### config.mk
export PLATFORM = sky130hd
export DESIGN_NAME = lvl_out_map
export DESIGN_NICKNAME = d
export VERILOG_FILES = /design/src/hdl/lvl_pkg.sv /design/src/hdl/lvl_out_map.sv
export SDC_FILE = /design/constraint.sdc
export NUM_CORES = 1
export LEC_CHECK = 0
export ABC_AREA = 1
export BUFFER_PORTS_ARGS = -buffer_cell sky130_fd_sc_hd__buf_4
export CORE_MARGIN = 2
export CORE_UTILIZATION = 45
export DETAILED_ROUTE_END_ITERATION = 12
export PLACE_DENSITY_LB_ADDON = 0.25
export RECOVER_POWER = 50
export SYNTH_ARGS = -nofsm -noshare
export SYNTH_HDL_FRONTEND = slang
export SYNTH_SLANG_ARGS = --single-unit
### constraint.sdc
create_clock -name clk_i -period 12.9 [get_ports clk_i]
set_clock_uncertainty 0.05 [all_clocks]
set_input_delay 3.87 -clock clk_i [delete_from_list [all_inputs] [get_ports clk_i]]
set_output_delay 3.87 -clock clk_i [all_outputs]
set_load 0.005 [all_outputs]
### src/hdl/lvl_pkg.sv
`timescale 1ns / 1ps
// ----------------------------------------------------------------------------
// Levels adjust package
// Shared widths, latencies, register codes and elaboration-time constant
// functions for the levels adjust pixel pipeline.
// ----------------------------------------------------------------------------
package lvl_pkg;

  localparam int unsigned PIX_W    = 16;
  localparam int unsigned GAM_W    = 11;
  localparam int unsigned LOG_FRAC = 24;
  localparam int unsigned LOG_W    = LOG_FRAC + 4;
  localparam int unsigned QUO_W    = 32;
  localparam int unsigned EXP_W    = QUO_W - LOG_FRAC;
  localparam int unsigned ADDR_W   = 5;
  localparam int unsigned DATA_W   = 32;

  localparam logic [GAM_W-1:0] GAMMA_MIN = 11'd26;
  localparam logic [GAM_W-1:0] GAMMA_MAX = 11'd1280;
  localparam logic [GAM_W-1:0] GAMMA_ONE = 11'd256;

  // Stage counts of each unit
  localparam int unsigned IN_LAT   = PIX_W + 1;
  localparam int unsigned LOG_LAT  = LOG_FRAC + 1;
  localparam int unsigned POW_LAT  = 1 + QUO_W + LOG_FRAC + 2;
  localparam int unsigned OUT_LAT  = 3;
  localparam int unsigned PIPE_LAT = IN_LAT + LOG_LAT + POW_LAT + OUT_LAT;

  typedef enum logic [2:0] {
    REG_IN_BLACK  = 3'd0,
    REG_IN_WHITE  = 3'd1,
    REG_GAMMA     = 3'd2,
    REG_OUT_BLACK = 3'd3,
    REG_OUT_WHITE = 3'd4
  } lvl_reg_e;

  typedef struct packed {
    logic [PIX_W-1:0] in_black;
    logic [PIX_W-1:0] in_white;
    logic [GAM_W-1:0] gamma;
    logic [PIX_W-1:0] out_black;
    logic [PIX_W-1:0] out_white;
  } lvl_cfg_t;

  typedef struct packed {
    logic [PIX_W-1:0] red;
    logic [PIX_W-1:0] green;
    logic [PIX_W-1:0] blue;
    logic [PIX_W-1:0] alpha;
  } lvl_pix_t;

  function automatic logic [GAM_W-1:0] gamma_sat(input logic [GAM_W-1:0] g);
    if (g < GAMMA_MIN) begin
      return GAMMA_MIN;
    end else if (g > GAMMA_MAX) begin
      return GAMMA_MAX;
    end
    return g;
  endfunction

  // Integer square root, used only to build constants
  function automatic logic [31:0] isqrt64(input logic [63:0] n);
    logic [63:0] rem;
    logic [63:0] res;
    logic [63:0] bitv;
    rem  = n;
    res  = '0;
    bitv = 64'h4000_0000_0000_0000;
    for (int i = 0; i < 32; i++) begin
      if (rem >= res + bitv) begin
        rem = rem - (res + bitv);
        res = (res >> 1) + bitv;
      end else begin
        res = res >> 1;
      end
      bitv = bitv >> 2;
    end
    return res[31:0];
  endfunction

  // 2^(-2^-i) in Q32, by repeated square roots of one half
  function automatic logic [31:0] exp_root(input int unsigned i);
    logic [63:0] r;
    r = 64'h0000_0000_8000_0000;
    for (int unsigned j = 1; j <= i; j++) begin
      r = {32'd0, isqrt64(r << 32)};
    end
    return r[31:0];
  endfunction

  // log2 in Q.24 by normalise and square, matching the hardware unit
  function automatic logic [LOG_W-1:0] log2_const(input logic [PIX_W-1:0] t);
    logic [3:0]          e;
    logic [63:0]         m;
    logic [LOG_FRAC-1:0] frac;
    e    = '0;
    frac = '0;
    for (int b = 0; b < PIX_W; b++) begin
      if (t[b]) e = 4'(b);
    end
    m = 64'(t) << (31 - e);
    for (int i = 1; i <= LOG_FRAC; i++) begin
      m = (m * m) >> 31;
      if (m >= 64'h1_0000_0000) begin
        m    = m >> 1;
        frac = {frac[LOG_FRAC-2:0], 1'b1};
      end else begin
        frac = {frac[LOG_FRAC-2:0], 1'b0};
      end
    end
    return {e, frac};
  endfunction

  localparam logic [LOG_W-1:0] LOG2_FULL = log2_const(16'hFFFF);

endpackage

### src/hdl/lvl_out_map.sv
`timescale 1ns / 1ps
// ----------------------------------------------------------------------------
// Output level map
// Scales 0..1 into out_black..out_white, rounding the divide by full scale.
// ----------------------------------------------------------------------------
module lvl_out_map (
  input  logic                      clk_i,
  input  logic                      en_i,
  input  lvl_pkg::lvl_cfg_t         cfg_i,
  input  logic [lvl_pkg::PIX_W-1:0] value_i,
  output logic [lvl_pkg::PIX_W-1:0] value_o
);

  localparam int unsigned W = lvl_pkg::PIX_W;
  localparam logic [17:0] FULL  = 18'd65535;
  localparam logic [17:0] FULL2 = 18'd131070;

  logic         inv;
  logic [W-1:0] d;

  logic [2*W-1:0] prod_q;
  logic [W:0]     qe_q;
  logic [17:0]    rem_q;
  logic [W-1:0]   value_q;

  logic [32:0] x;
  logic [33:0] xs;
  logic [W:0]  qe;
  logic [33:0] rem;
  logic [W:0]  q;

  always_comb begin
    inv = cfg_i.out_white < cfg_i.out_black;
    d   = inv ? cfg_i.out_black - cfg_i.out_white : cfg_i.out_white - cfg_i.out_black;
    x   = {1'b0, prod_q} + 33'd32767;
    xs  = {1'b0, x} + {17'd0, x[32:16]};
    qe  = xs[32:16];
    rem = {1'b0, x} + {17'd0, qe} - {1'b0, qe, 16'd0};
    if (rem_q >= FULL2) begin
      q = qe_q + 17'd2;
    end else if (rem_q >= FULL) begin
      q = qe_q + 17'd1;
    end else begin
      q = qe_q;
    end
  end

  always_ff @(posedge clk_i) begin
    if (en_i) begin
      prod_q  <= value_i * d;
      qe_q    <= qe;
      rem_q   <= rem[17:0];
      value_q <= inv ? cfg_i.out_black - q[W-1:0] : cfg_i.out_black + q[W-1:0];
    end
  end

  assign value_o = value_q;

endmodule

==> flow_summary.toml, run 1 <==
[critical_path]
start_kind = "input port"
regToRegStartpoint = "prod_q[0]$_DFFE_PP_"
crit_fanout = 14
cpPeakStageDelay_ns = 0.58
critPathLaunch = "cfg_i[16]"
endpoint_kind = "register"
critPathBufInv = 7
path_class = "in2reg"
cp.arrival_ns = 11.55
cp.depth = 32
reg2reg_depth = 28
cp_slowest_cell = "fa_1"
cpMostUsedCell = "fa_1"
required_ns = 12.96
cp_top_family = "adder cells"

[cells_and_area]
fin_util_pct = 48.8
multi_input_comb_area_sq_um = 13000
nNetsFinal = 2898
antenna_cells = 0
fillers = 3834
synthToLayoutAreaGrowth_pct = 6.60
drive_gt1_share_pct = 6.81
regArea_sq_um = 2460

[timing]
max_freq_mhz = 87.0
worst_pin_slew_ns = 4.41
slew_headroom_pct = -194
fin_crit_sh_pct = 89.1
finalSetupViolations = 0
fin_crit_ns = 11.49
slew_viol_final = 83
hold_viol = 0
fin_setup_tns_ns = 0
rsz0062_at_grt = "false"

[floorplanning]
coreArea_sq_um = 38800
die_h_um = 203
fp.dieW_um = 203
initial_core_util_pct = 45.7
core.rowCount = 72
pin_count = 109
die-area_sq_um = 41100

[synth]
synthDistinctLibCells = 53
postSynthCellCount = 2361
ys_seq_area_share_pct = 13.9
ys_seq_elements = 82
ys.flop_type = "edfxtp_1"
synthAdderAreaFrac_pct = 36.7
synthXorXnorAreaFrac_pct = 6.85
syn_area_sq_um = 17800
synth_compound_area_share_pct = 7.81
avgSynthCellArea_sq_um = 7.52
ys_warn_count = 0
synth_mux_area_share_pct = 0
synth_top_family_by_area = "adder cells"
yosysTopAreaCell = "fa_1"
synthTopCellsByArea = "fa_1 22%, ha_1 14%, edfxtp_1 14%"
synth_simple_gate_area_share_pct = 22.5
synth-edff-count = 82
async_reset_ff_share_pct = 0
syn_nets = 2856
yosysTopAreaCellShare_pct = 22.3

[global_routing]
antenna_found_initial = 0
gr-total-overflow = 0
grt_pass1_vias = 15300
grt_use_total_pct = 23.3
grt_pass1_wl_mm = 76.5
grt_max_degree = 83

[clocking]
clk_latency_ns = 0.36
tritoncts = "built"
postCtsHoldBufs = 0
cts_buffers = 9
clock_sinks = 82
ctsRootBufferMaster = "clkbuf_16"
cts_max_level = 3
cts.repair.resized = 0
clkSlewWorstSetupHoldPaths_ns = 0.07
clockBufferDepth = 2
cts_setup_buffers = 0

[status]
status = "complete, but fails checks"
violations = "max-capacitance violations, max-slew violations"

[route]
viasPerCell = 5.20
ant_nets = 0
drc = 0
finalWirelength_mm = 46.2
vias = 15200
wl_per_cell_um = 15.8
drt-initial-drc-count = 939
firstDrtPassIters = 5

[job]
maxCapViolCount = 1

[worst_hold_path]
min_path_cells = 5
hp-class = "reg2reg"
hp-start = "qe_q[15]$_DFFE_PP_"

[placed_design]
io_buffers = 65
gp_congestion = 0.923
dp_hpwl_mm = 39.2
[registers in the layout (all words and copies together), names as in the netlist]
signal,count
prod_q,32
qe_q,16
value_o,16
rem_q,18
[layout make-up]
class	instances	share of cell area [%]
Timing Repair Buffer	76	2.97
Clock buffer	9	1.19
Multi-Input combinational cell	1716	68.9
Clock inverter	7	0.271
Tap cell	518	3.42
Sequential cell	82	13.0
Inverter	518	10.3
[worst reg2reg max path, delay by kind of cell, from the launching register on]
family          cells  cell delay (ns)
compound gates      8             2.21
xor+xnor            2             0.57
buf+inv             4             0.40
fa+ha+maj           4             1.28
simple gates       10             2.09
flops               1             0.38
[worst paths after layout]
| check | to | slack, ns |
|---|---|---|
| worst min-delay path | value_o[15]$_DFFE_PP_ | 0.84 |
| worst max register to register | rem_q[14]$_DFFE_PP_ | 5.66 |
| worst max-delay path | prod_q[17]$_DFFE_PP_ | 1.41 |
| worst min register to register | value_o[15]$_DFFE_PP_ | 0.84 |
[layer usage]
| layer | vias to the layer above | part of all wire, % | track usage (%) |
|---|---|---|---|
| li1 | 7398 | - | - |
| met1 | 7290 | 44 | 31.0 |
| met2 | 446 | 47 | 39.4 |
| met3 | 69 | 5.8 | 3.39 |
| met4 | 0 | 2.5 | 6.99 |
| met5 | - | 0 | 0 |
[synthesized netlist by cell type, types with 5 or more instances]
library cell and count:
a21o_1 7, nand2_1 506, inv_2 21, nand3_1 88, nand3_2 8, xnor2_1 32, edfxtp_1 82, nand4_1 25
a21boi_0 6, clkbuf_1 16, nor4_1 5, xor2_1 105, nand2_2 19, a21oi_1 124, o21ai_1 9, o21bai_1 7
nor2_1 224, nor2_2 13, fa_1 198, ha_1 204, buf_4 7, a31oi_1 6, nor3_1 17, buf_2 15
o211ai_1 5, inv_1 493, o21ai_0 65, nor2_4 5
[layout by cell type (no fill, tap or decap), types with 6 or more instances in the layout]
cell type	synthesis	final
o21bai_1	7	7
nand3_2	8	7
edfxtp_1	82	82
nand2_2	19	17
a21o_1	7	7
a31oi_1	6	6
fa_1	198	198
nand4_1	25	25
xor2_1	105	105
inv_2	21	20
xnor2_1	32	32
a21boi_0	6	6
clkbuf_4	0	16
buf_4	7	58
nor2_2	13	13
nor2_1	224	227
inv_1	493	493
clkbuf_16	0	9
nand3_1	88	91
o21ai_0	65	66
nor3_1	17	18
a21oi_1	124	124
nand2_1	506	508
ha_1	204	204
o21ai_1	9	9
[through the flow]
step	hold slack, ns	cells	setup WS (ns)	area (sq um)
after global placement	0.797	2910	1.23	18700
after floorplan	0.619	2361	2.21	17800
after detailed placement	0.815	2910	1.17	18700
after global routing	0.883	2926	0.955	18900
final	0.837	2926	1.41	18900
after CTS	0.841	2926	1.53	19000
[cell families (layout without fill, tap and decap cells)]
family | after synthesis | in the layout
DFF | 82 | 82
buffers and inverters | 563 | 610
adders and majority gates | 402 | 402
xor gates and xnor gates | 138 | 138
and+or+nand+nor | 928 | 928
AOI/OAI and AO/OA | 248 | 248
Power of run 1 is not shown: default switching activity piles up to over one toggle a cycle in this logic, so the estimate is an artifact.
==> inputs of run 2 (changes only) <==
==> constraint.sdc (replaced) <==
create_clock -name clk_i -period 12.9 [get_ports clk_i]
set_clock_uncertainty 0.05 [all_clocks]
set_input_delay 2.58 -clock clk_i [delete_from_list [all_inputs] [get_ports clk_i]]
set_output_delay 2.58 -clock clk_i [all_outputs]
set_load 0.005 [all_outputs]
==> run 2 against run 1 <==
Compared with the run above:
- the flow still finishes with violations (max-capacitance violations, max-slew violations)
- global-route usage is 0.19 points higher
- sequential share of layout area hardly changed
- routed wire length is 0.66% higher
- register-to-register slack better by 0.69 ns
- via count is 0.50% lower
- final cell count is 0.34% lower
- first-iteration DRC count is 0.64% higher
- highest routed layer unchanged
- critical path type unchanged
==> flow_summary.toml, run 2 (synthesis results as in run 1) <==
[placed_design]
gp_congestion = 0.917
io_buffers = 65
dp_hpwl_mm = 39.3

[critical_path]
crit_fanout = 30
cp.arrival_ns = 10.52
cp_top_family = "adder cells"
r2r_setup_slack_ns = 6.35
start_kind = "input port"
cp_slowest_cell = "fa_1"
cpMostUsedCell = "fa_1"
required_ns = 12.96
cpPeakStageDelay_ns = 0.58
endpoint_kind = "register"
critPathBufInv = 8
reg2reg_depth = 29
reg2reg_to = "rem_q[14]$_DFFE_PP_"
regToRegStartpoint = "prod_q[0]$_DFFE_PP_"
path_class = "in2reg"

[cells_and_area]
largest-register = "prod_q"
multi_input_comb_area_sq_um = 13100
synthToLayoutAreaGrowth_pct = 6.76
final_common_cell = "nand2_1"
largest_reg_flops = 32
largestRegisters = "prod_q (32), rem_q (18)"
fillers = 3810
nNetsFinal = 2888
final_cell_mix = "506 x nand2_1, 493 x inv_1, 224 x nor2_1"
regArea_sq_um = 2460
antenna_cells = 0
drive_gt1_share_pct = 6.84

[timing]
hold_viol = 0
finalSetupViolations = 0
slew_headroom_pct = -194
worst_pin_slew_ns = 4.41
slew_viol_final = 83
max_freq_mhz = 95.6
fin_crit_sh_pct = 81.1
fin_crit_ns = 10.47
fin_setup_tns_ns = 0
rsz0062_at_grt = "false"

[route]
finalWirelength_mm = 46.5
firstDrtPassIters = 5
drt-initial-drc-count = 945
vias = 15100
drc = 0
ant_nets = 0
viasPerCell = 5.19
wl_per_cell_um = 15.9

[global_routing]
grt_pass1_wl_mm = 77.2
antenna_found_initial = 0
grt_pass1_vias = 15200
grt_max_degree = 83
gr-total-overflow = 0
grt_use_total_pct = 23.5

[worst_hold_path]
whs_endpoint = "qe_q[10]$_DFFE_PP_"
hp-class = "reg2reg"
min_path_cells = 4
hp-start = "prod_q[26]$_DFFE_PP_"

[job]
maxCapViolCount = 1

[clocking]
cts.repair.resized = 0
clk_latency_ns = 0.36
clkSlewWorstSetupHoldPaths_ns = 0.08
tritoncts = "built"
clock_sinks = 82
cts_buffers = 9
cts_setup_buffers = 0
clockBufferDepth = 2
ctsRootBufferMaster = "clkbuf_16"
postCtsHoldBufs = 0
cts_max_level = 3

[floorplanning]
die_h_um = 203
core.rowCount = 72
pin_count = 109
fp.dieW_um = 203
coreArea_sq_um = 38800
initial_core_util_pct = 45.7
die-area_sq_um = 41100

[status]
status = "complete, but fails checks"
violations = "max-capacitance violations, max-slew violations"
## run 2: tightest hold or removal path: cells and delay by family (launching register included)
family,cells,cell delay (ns)
flip-flops,1,0.40
AND/OR/NAND/NOR,2,0.17
XOR/XNOR,1,0.15
buffers and inverters,1,0.05
## run 2: worst max path at each step
stage	endpoint	cells after the start	slack, ns	from
floorplan	prod_q[30]$_DFFE_PP_	35	3.50	cfg_i[0]
global placement	prod_q[30]$_DFFE_PP_	34	2.21	cfg_i[0]
detailed placement	prod_q[30]$_DFFE_PP_	34	2.10	cfg_i[0]
CTS	prod_q[30]$_DFFE_PP_	34	2.49	cfg_i[0]
global route	prod_q[30]$_DFFE_PP_	33	1.90	cfg_i[16]
finish	prod_q[30]$_DFFE_PP_	33	2.43	cfg_i[16]
## run 2: metrics by stage
stage	cell area [sq um]	util, %	worst slack [ns]	std cells	hold slack (ns)
after floorplan	17800	-	3.50	2361	0.619
after global placement	18700	48.1	2.21	2900	0.800
after detailed placement	18700	48.1	2.10	2900	0.808
after CTS	19000	48.9	2.49	2916	0.824
after global routing	19000	48.8	1.90	2916	0.879
final	19000	48.8	2.43	2916	0.822
## run 2: layer usage
| layer | global-route usage, % | part of all wire [%] | vias up |
|---|---|---|---|
| li1 | - | - | 7376 |
| met1 | 31.5 | 44 | 7274 |
| met2 | 40.5 | 48 | 419 |
| met3 | 2.89 | 5.7 | 58 |
| met4 | 5.92 | 2.1 | 0 |
| met5 | 0 | 0 | - |
## run 2: area by class of cell
cell class | instances | area share, %
multi-input combinational | 1716 | 69.2
sequential | 82 | 13.0
inverter | 518 | 10.3
tap | 518 | 3.42
timing repair buffer | 66 | 2.55
clock buffer | 10 | 1.21
clock inverter | 6 | 0.389
Power of run 2 is left out for the same reason.
