<file path="src/hdl/lvl_pkg.sv">
`timescale 1ns / 1ps
// ----------------------------------------------------------------------------
// Levels adjust package
// Shared widths, latencies, register codes and elaboration-time constant
// functions for the levels adjust pixel pipeline.
// ----------------------------------------------------------------------------
package lvl_pkg;

  localparam int unsigned PIX_W    = 16;
  localparam int unsigned GAM_W    = 11;
  localparam int unsigned LOG_FRAC = 24;
  localparam int unsigned LOG_W    = LOG_FRAC + 4;
  localparam int unsigned QUO_W    = 32;
  localparam int unsigned EXP_W    = QUO_W - LOG_FRAC;
  localparam int unsigned ADDR_W   = 5;
  localparam int unsigned DATA_W   = 32;

  localparam logic [GAM_W-1:0] GAMMA_MIN = 11'd26;
  localparam logic [GAM_W-1:0] GAMMA_MAX = 11'd1280;
  localparam logic [GAM_W-1:0] GAMMA_ONE = 11'd256;

  // Stage counts of each unit
  localparam int unsigned IN_LAT   = PIX_W + 1;
  localparam int unsigned LOG_LAT  = LOG_FRAC + 1;
  localparam int unsigned POW_LAT  = 1 + QUO_W + LOG_FRAC + 2;
  localparam int unsigned OUT_LAT  = 3;
  localparam int unsigned PIPE_LAT = IN_LAT + LOG_LAT + POW_LAT + OUT_LAT;

  typedef enum logic [2:0] {
    REG_IN_BLACK  = 3'd0,
    REG_IN_WHITE  = 3'd1,
    REG_GAMMA     = 3'd2,
    REG_OUT_BLACK = 3'd3,
    REG_OUT_WHITE = 3'd4
  } lvl_reg_e;

  typedef struct packed {
    logic [PIX_W-1:0] in_black;
    logic [PIX_W-1:0] in_white;
    logic [GAM_W-1:0] gamma;
    logic [PIX_W-1:0] out_black;
    logic [PIX_W-1:0] out_white;
  } lvl_cfg_t;

  typedef struct packed {
    logic [PIX_W-1:0] red;
    logic [PIX_W-1:0] green;
    logic [PIX_W-1:0] blue;
    logic [PIX_W-1:0] alpha;
  } lvl_pix_t;

  function automatic logic [GAM_W-1:0] gamma_sat(input logic [GAM_W-1:0] g);
    if (g < GAMMA_MIN) begin
      return GAMMA_MIN;
    end else if (g > GAMMA_MAX) begin
      return GAMMA_MAX;
    end
    return g;
  endfunction

  // Integer square root, used only to build constants
  function automatic logic [31:0] isqrt64(input logic [63:0] n);
    logic [63:0] rem;
    logic [63:0] res;
    logic [63:0] bitv;
    rem  = n;
    res  = '0;
    bitv = 64'h4000_0000_0000_0000;
    for (int i = 0; i < 32; i++) begin
      if (rem >= res + bitv) begin
        rem = rem - (res + bitv);
        res = (res >> 1) + bitv;
      end else begin
        res = res >> 1;
      end
      bitv = bitv >> 2;
    end
    return res[31:0];
  endfunction

  // 2^(-2^-i) in Q32, by repeated square roots of one half
  function automatic logic [31:0] exp_root(input int unsigned i);
    logic [63:0] r;
    r = 64'h0000_0000_8000_0000;
    for (int unsigned j = 1; j <= i; j++) begin
      r = {32'd0, isqrt64(r << 32)};
    end
    return r[31:0];
  endfunction

  // log2 in Q.24 by normalise and square, matching the hardware unit
  function automatic logic [LOG_W-1:0] log2_const(input logic [PIX_W-1:0] t);
    logic [3:0]          e;
    logic [63:0]         m;
    logic [LOG_FRAC-1:0] frac;
    e    = '0;
    frac = '0;
    for (int b = 0; b < PIX_W; b++) begin
      if (t[b]) e = 4'(b);
    end
    m = 64'(t) << (31 - e);
    for (int i = 1; i <= LOG_FRAC; i++) begin
      m = (m * m) >> 31;
      if (m >= 64'h1_0000_0000) begin
        m    = m >> 1;
        frac = {frac[LOG_FRAC-2:0], 1'b1};
      end else begin
        frac = {frac[LOG_FRAC-2:0], 1'b0};
      end
    end
    return {e, frac};
  endfunction

  localparam logic [LOG_W-1:0] LOG2_FULL = log2_const(16'hFFFF);

endpackage

</file>
<file path="src/hdl/lvl_in_map.sv">
`timescale 1ns / 1ps
// ----------------------------------------------------------------------------
// Input level remap
// Maps in_black..in_white onto 0..1 with a bit-per-stage rounded divider.
// ----------------------------------------------------------------------------
module lvl_in_map (
  input  logic                     clk_i,
  input  logic                     en_i,
  input  lvl_pkg::lvl_cfg_t        cfg_i,
  input  logic [lvl_pkg::PIX_W-1:0] value_i,
  output logic [lvl_pkg::PIX_W-1:0] value_o
);

  localparam int unsigned W     = lvl_pkg::PIX_W;
  localparam int unsigned STEPS = lvl_pkg::IN_LAT - 1;

  logic         active;
  logic [W-1:0] d;
  logic [W-1:0] n;
  logic [2*W-1:0] num;
  logic         byp;
  logic [W-1:0] bv;

  logic [2*W-1:0] acc_q [STEPS+1];
  logic           byp_q [STEPS+1];
  logic [W-1:0]   bv_q  [STEPS+1];

  always_comb begin
    active = cfg_i.in_white > cfg_i.in_black;
    d      = cfg_i.in_white - cfg_i.in_black;
    n      = value_i - cfg_i.in_black;
    num    = ({n, {W{1'b0}}} - {{W{1'b0}}, n}) + {{(W+1){1'b0}}, d[W-1:1]};
    // Settle the saturated and pass-through cases here
    byp    = 1'b1;
    bv     = value_i;
    if (active) begin
      if (value_i <= cfg_i.in_black) begin
        bv = '0;
      end else if (n >= d) begin
        bv = '1;
      end else begin
        byp = 1'b0;
      end
    end
  end

  always_ff @(posedge clk_i) begin
    if (en_i) begin
      acc_q[0] <= num;
      byp_q[0] <= byp;
      bv_q[0]  <= bv;
    end
  end

  for (genvar s = 0; s < STEPS; s++) begin : g_step
    logic [W:0] trial;
    logic [W:0] diff;
    logic       ge;
    assign trial = acc_q[s][2*W-1:W-1];
    assign ge    = trial >= {1'b0, d};
    assign diff  = trial - {1'b0, d};
    always_ff @(posedge clk_i) begin
      if (en_i) begin
        acc_q[s+1] <= {(ge ? diff[W-1:0] : trial[W-1:0]), acc_q[s][W-2:0], ge};
        byp_q[s+1] <= byp_q[s];
        bv_q[s+1]  <= bv_q[s];
      end
    end
  end

  assign value_o = byp_q[STEPS] ? bv_q[STEPS] : acc_q[STEPS][W-1:0];

endmodule

</file>
<file path="config.mk">
export PLATFORM = sky130hd
export DESIGN_NAME = lvl_in_map
export DESIGN_NICKNAME = d
export VERILOG_FILES = /design/src/hdl/lvl_pkg.sv /design/src/hdl/lvl_in_map.sv
export SDC_FILE = /design/constraint.sdc
export NUM_CORES = 1
export LEC_CHECK = 0
export BUFFER_PORTS_ARGS = -buffer_cell sky130_fd_sc_hd__clkbuf_2
export CORE_MARGIN = 8
export CORE_UTILIZATION = 59
export DETAILED_ROUTE_END_ITERATION = 6
export HOLD_SLACK_MARGIN = 0.15
export PLACE_DENSITY_LB_ADDON = 0.05
export SLEW_MARGIN = 20
export SYNTH_ARGS = -nofsm -noshare
export SYNTH_HDL_FRONTEND = slang
export SYNTH_SLANG_ARGS = --single-unit
</file>
<file path="constraint.sdc">
create_clock -name clk_i -period 6.7 [get_ports clk_i]
set_input_delay 0 -clock clk_i [delete_from_list [all_inputs] [get_ports clk_i]]
set_output_delay 0 -clock clk_i [all_outputs]
set_load 0.01 [all_outputs]
</file>
==> impl_metrics.ini, run 1 <==
[logic_synthesis]
synth_edf_count = 817
ys_ff_latch = 817
synthesis.nets = 3747
synthCells = 3408
synth_flop_cell = edfxtp_1
async_flop_share_pct = 0
yosysUniqueCellTypes = 100
yosys_warnings = 0
avgSynthCellArea_um2 = 12.53
ys_seq_area_share_pct = 57.44
syn-cell-area_um2 = 42710

[worst_setup_path]
reg2reg_depth = 11
worstReg2RegStart = acc_q[0][82]
cp-end-kind = flip-flop
worstSetupStartpointType = input pin
cp_data_arrival_time_ns = 6.11
path_class = input pin to flip-flop
cp-startpoint = cfg_i[59]
crit_fanout = 25
r2r_slack_ns = 2.39
reg2reg_to = acc_q[0][113]
critPathCapture = acc_q[0][243]
cp.required_ns = 7.09

[floorplan]
die_w_um = 285.1
ios = 109
rows = 98
die_y_um = 285.1
die_area_um2 = 81260
coreArea_um2 = 71610
start_util_pct = 59.65

[timing]
final_hold_viol_count = 0
worst_pin_slew_ns = 1.075
clock.fmax_ghz = 0.1748
fin_crit_ns = 5.722
rsz0062_at_grt = no
finalSetupViolations = 0
max_slew_margin_pct = 28.31
finalCritPeriodShare_pct = 85.40
slew_violations = 0
setup_tns_ns = 0
finClkSkew_ns = 0.05390

[cts]
cts_max_level = 3
clock-sinks = 817
cts_tree = done
root_buffer = clkbuf_16
clk_path_buf_depth = 3
cts-buffers-inserted = 84
clkSlewWorstSetupHoldPaths_ns = 0.06
clock_latency_ns = 0.65

[grt]
grt.total_usage_pct = 22.58
grt_pass1_vias = 27640
grt_pass1_wl_um = 147400
antenna_found_initial = 3
grt_max_degree = 217
grt-ovfl-total = 0

[final_layout]
layout_commonest_cell = edfxtp_1
fill_cells = 5197
area_delta_synth_final_pct = 11.08
antennaDiodeCount = 0
final_cell_mix = 817 x edfxtp_1, 238 x xnor2_1, 228 x ha_1
drive_above_1_share_pct = 11.43
stdcell_area_um2 = 47450
nets = 3865

[placement]
numPortBuffers = 65
hpwlAfterDp_um = 68000
place_area_um2 = 44220
gp_routability_congestion = 0.9051

[detailed_routing]
drc = 1
vias = 27610
wl_um = 93950
dr.pass1.iters = 7
wl_per_cell_um = 20.67
ant_nets = 0
drt_iter0_markers = 2282
vias_per_cell = 6.075

[run_status]
outcome = complete, but fails checks
failed_checks = design-rule violations

[flow_run]
cap_violations = 0

[power_and_ir_drop]
powerDensity_nw_per_um2 = 500.8
vdd_ir_drop_max_uv = 380.7
p_leak_nw = 17.55

[min_path]
hold_path.class = input pin to flip-flop
==> flip-flops by register name (all words and copies together) (netlist names) <==
| register | cells |
|---|---|
| acc_q | 528 |
| bv_q | 272 |
| byp_q | 17 |
==> per-layer routing <==
layer	global-route usage, %	vias up	wire, um
met5	0	-	0
met4	9.443	0	3924
met3	3.396	206	5039
met2	38.00	832	45280
met1	29.21	13400	39710
li1	-	13170	-
==> worst max-delay path, stage by stage <==
cell and delay (ns):
dlygate4sd3_1 0.54, clkbuf_2 0.12, ha_1 0.19, inv_1 0.08, fa_1 0.24, a211oi_1 0.10
o21ai_1 0.47, o21ai_0 0.26, xnor2_1 0.28, inv_1 0.37, buf_4 0.29, ha_1 0.34
nand3_1 0.14, nor2_1 0.06, o31a_1 0.14, or4_1 0.49, a41o_1 0.28, o221ai_1 0.20
nand4_1 0.19, a41o_1 0.26, a41o_1 0.56, mux2_1 0.46
==> cells by family after synthesis <==
| kind of cell | share of synthesized area (%) |
|---|---|
| xor+xnor | 6.564 |
| mux | 2.461 |
| simple gates | 8.905 |
| buf+inv | 2.768 |
| fa+ha+maj | 8.665 |
| flops | 57.44 |
| compound gates | 13.20 |
==> cell usage after synthesis, types with 18 or more instances <==
library cell	n	area [um2]
o21ai_1	23	115.1
o21bai_1	20	150.1
edfxtp_1	817	24530
and2_1	21	131.4
nand3_1	66	330.3
xor2_1	76	665.6
inv_1	150	563.0
o21a_1	42	315.3
ha_1	228	2853
xnor2_1	241	2111
or2_2	18	112.6
mux2_1	29	326.6
clkbuf_1	34	127.6
nand2b_1	39	244.0
maj3_1	33	330.3
o211ai_1	27	202.7
or3_1	26	162.7
fa_1	18	360.4
nor2_1	219	822.0
nor3_1	61	305.3
a31oi_1	42	262.8
a211oi_1	44	330.3
nand4_1	41	256.5
o21ai_0	184	920.9
a21oi_1	175	875.8
buf_2	48	240.2
a21o_1	81	608.1
nand2_1	202	758.2
nor2b_1	23	143.9
mux2_2	51	574.3
==> cell type report <==
type                    instances  area (um2)  area share [%]
clock buffers                  95        2143           4.517
clock inverters                60       893.4           1.883
inverters                     157       589.3           1.242
multi-input cells            2324       17080           35.99
flip-flops and latches        817       24530           51.71
well taps                     950        1189           2.505
repair buffers                142        1021           2.152
==> timing repair <==
item / CTS / global route
gates resized for setup: 0 / 0
hold buffers: 18 / 0
endpoints found under the hold margin: 119 / 0
setup buffers: 0 / 0
==> per-stage QoR <==
stage / hold slack [ns] / utilization, % / power, W / instances / worst slack, ns
2_1_floorplan: 0.1125 / - / 0.01621 / 3408 / 1.756
3_3_place_gp: 0.3156 / 61.75 / 0.01821 / 4372 / 0.9247
3_5_place_dp: 0.3057 / 61.75 / 0.01862 / 4372 / 0.8614
4_1_cts: 0.1699 / 66.25 / 0.02377 / 4545 / 1.081
5_1_grt: 0.1995 / 66.26 / 0.02525 / 4545 / 0.7066
6_report: 0.2071 / 66.26 / 0.02376 / 4545 / 0.9781
==> worst min path at each step <==
stage | from | to | slack, ns | cells past startpoint
3_5_place_dp | value_i[14] | bv_q[0][14] | 0.31 | 2
3_3_place_gp | value_i[14] | bv_q[0][14] | 0.32 | 2
2_1_floorplan | en_i | acc_q[0][0] | 0.11 | 0
6_report | cfg_i[58] | byp_q[0][0] | 0.21 | 5
4_1_cts | cfg_i[63] | acc_q[0][20] | 0.17 | 5
5_1_grt | value_i[14] | bv_q[0][14] | 0.20 | 3
==> power by group <==
part           switching, W  leakage [nW]  total (W)  internal [W]
logic               0.00589          8.12     0.0104       0.00453
clock network       0.00201          1.46    0.00505       0.00304
registers          0.000752          7.97    0.00830       0.00754
Power figures use the tool's default switching activity.
==> inputs of run 2 (changes only) <==
- CORE_UTILIZATION: 59 -> 57
- clock period: 6.7 -> 4.8 ns (I/O delays scaled with it)
==> run 2 against run 1 <==
The flow now finishes without violations. Non-clock buffer count grew 358. Wire length grew 6.0%. Core utilization grew 1.4 points. Via count grew 4.9%. Global-route usage grew 0.85 points. Die area grew 3.3%. Final cell count grew 8.2%. Sequential share of layout area shrank 2.9 points. Worst hold slack lost 0.0033 ns.
==> impl_metrics.ini, run 2 (same netlist as run 1, synthesis figures left out) <==
[worst_setup_path]
cp-startpoint = cfg_i[59]
critPathCapture = acc_q[0][18]
cpMostUsedCell = buf_4
path_class = input pin to flip-flop
crit_fanout = 3
worstSetupStartpointType = input pin
crit_cells = 26
cp-end-kind = flip-flop
r2r_slack_ns = 0.75
reg2reg_depth = 15
cpMaxStageDelayCell = dlygate4sd3_1
critPathTopFamily = compound AO/OA/AOI/OAI gates
reg2reg_to = acc_q[0][190]
worstReg2RegStart = acc_q[0][143]
cp.required_ns = 5.19
cpPeakStageDelay_ns = 0.54
cp_data_arrival_time_ns = 4.91
crit_buf_inv = 7

[placement]
post-place-ws_ns = -0.2284
dp.cells = 4746
hpwlAfterDp_um = 72670
gp_routability_congestion = 0.9391
numPortBuffers = 65

[final_layout]
fill_cells = 5375
multi_input_area_um2 = 17070
top_register = acc_q
antennaDiodeCount = 0
drive_above_1_share_pct = 19.32
area_delta_synth_final_pct = 17.66
reg_top3 = acc_q (528), bv_q (272), byp_q (17)
regArea_um2 = 24530
final_cell_mix = 817 x edfxtp_1, 379 x buf_4, 238 x xnor2_1
largest_register_ffs = 528
utilization_pct = 67.62
nets = 4224
finalNonFillerCells = 4919
layout_commonest_cell = edfxtp_1

[min_path]
hold_path.class = input pin to flip-flop

[detailed_routing]
dr.pass1.iters = 5
vias_per_cell = 5.889
vias = 28970
drc = 0
ant_nets = 0
wl_um = 99620
wl_per_cell_um = 20.25
drt_iter0_markers = 1874

[timing]
hold-worst-slack_ns = 0.2038
max_slew_margin_pct = 32.16
finClkSkew_ns = 0.07010
fin_crit_ns = 4.523
finalSetupViolations = 0
final_hold_viol_count = 0
finalCritPeriodShare_pct = 94.24
clock.fmax_ghz = 0.2211
worst_pin_slew_ns = 1.018
slew_violations = 0
setup_tns_ns = 0
postLayoutSetupSlackWorst_ns = 0.2766
rsz0062_at_grt = no

[floorplan]
coreArea_um2 = 74320
start_util_pct = 57.47
die_area_um2 = 83960
die_y_um = 289.8
rows = 100
die_w_um = 289.8
ios = 109

[power_and_ir_drop]
p_leak_nw = 19.27
powerDensity_nw_per_um2 = 702.3
vdd_ir_drop_max_uv = 475.7

[cts]
clock-sinks = 817
clk_path_buf_depth = 3
clkSlewWorstSetupHoldPaths_ns = 0.06
clock_latency_ns = 0.66
cts_max_level = 3
cts-buffers-inserted = 85
root_buffer = clkbuf_16
cts_tree = done

[grt]
grt_pass1_vias = 29590
grt_pass1_wl_um = 154700
antenna_found_initial = 3
grt_max_degree = 168
grt.total_usage_pct = 23.43
grt-ovfl-total = 0

[run_status]
outcome = completed

[flow_run]
cap_violations = 0
==> run 2: tightest hold or removal path, cell delays in order <==
cell,delay [ns]
dlygate4sd3_1,0.53
clkbuf_2,0.13
a21o_1,0.10
==> run 2: per-layer routing <==
metal | GRT usage (%) | share of wire, % | up-vias
li1 | - | - | 13880
met5 | 0 | 0.013 | -
met2 | 40.71 | 49 | 813
met4 | 11.15 | 4.4 | 2
met3 | 3.549 | 5.2 | 248
met1 | 28.62 | 41 | 14020
==> run 2: layout make-up <==
cell class / instances / area share (%)
Clock buffer: 102 / 4.359
Clock inverter: 50 / 1.125
Inverter: 157 / 1.180
Multi-Input combinational cell: 2324 / 33.97
Tap cell: 969 / 2.412
Sequential cell: 817 / 48.81
Timing Repair Buffer: 500 / 8.141
==> run 2: timing repair <==
action	4_1_cts	5_1_grt
buffers inserted	0	0
resized for setup	0	6
hold buffers	21	0
endpoints found under the hold margin	93	0
setup endpoints to repair	0	17
==> run 2: where the power goes <==
part           switching, W  internal (W)
logic               0.00877       0.00844
clock network       0.00286       0.00359
registers           0.00111        0.0105
total                0.0127        0.0226
==> run 2: worst min-delay path by stage <==
stage | startpoint | end | slack [ns] | cells after the start
after floorplan | en_i | acc_q[0][0] | 0.11 | 0
after global placement | value_i[4] | bv_q[0][4] | 0.30 | 2
after detailed placement | value_i[4] | bv_q[0][4] | 0.30 | 2
after CTS | value_i[3] | bv_q[0][3] | 0.16 | 3
after global routing | value_i[15] | bv_q[0][15] | 0.18 | 3
final | value_i[2] | bv_q[0][2] | 0.20 | 3
==> run 2: per-stage QoR <==
| step | area [um2] | total power, W |
|---|---|---|
| floorplan | 42730 | 0.02263 |
| global placement | 47260 | 0.02814 |
| detailed placement | 47260 | 0.02877 |
| CTS | 50230 | 0.03536 |
| global route | 50260 | 0.03756 |
| finish | 50260 | 0.03530 |
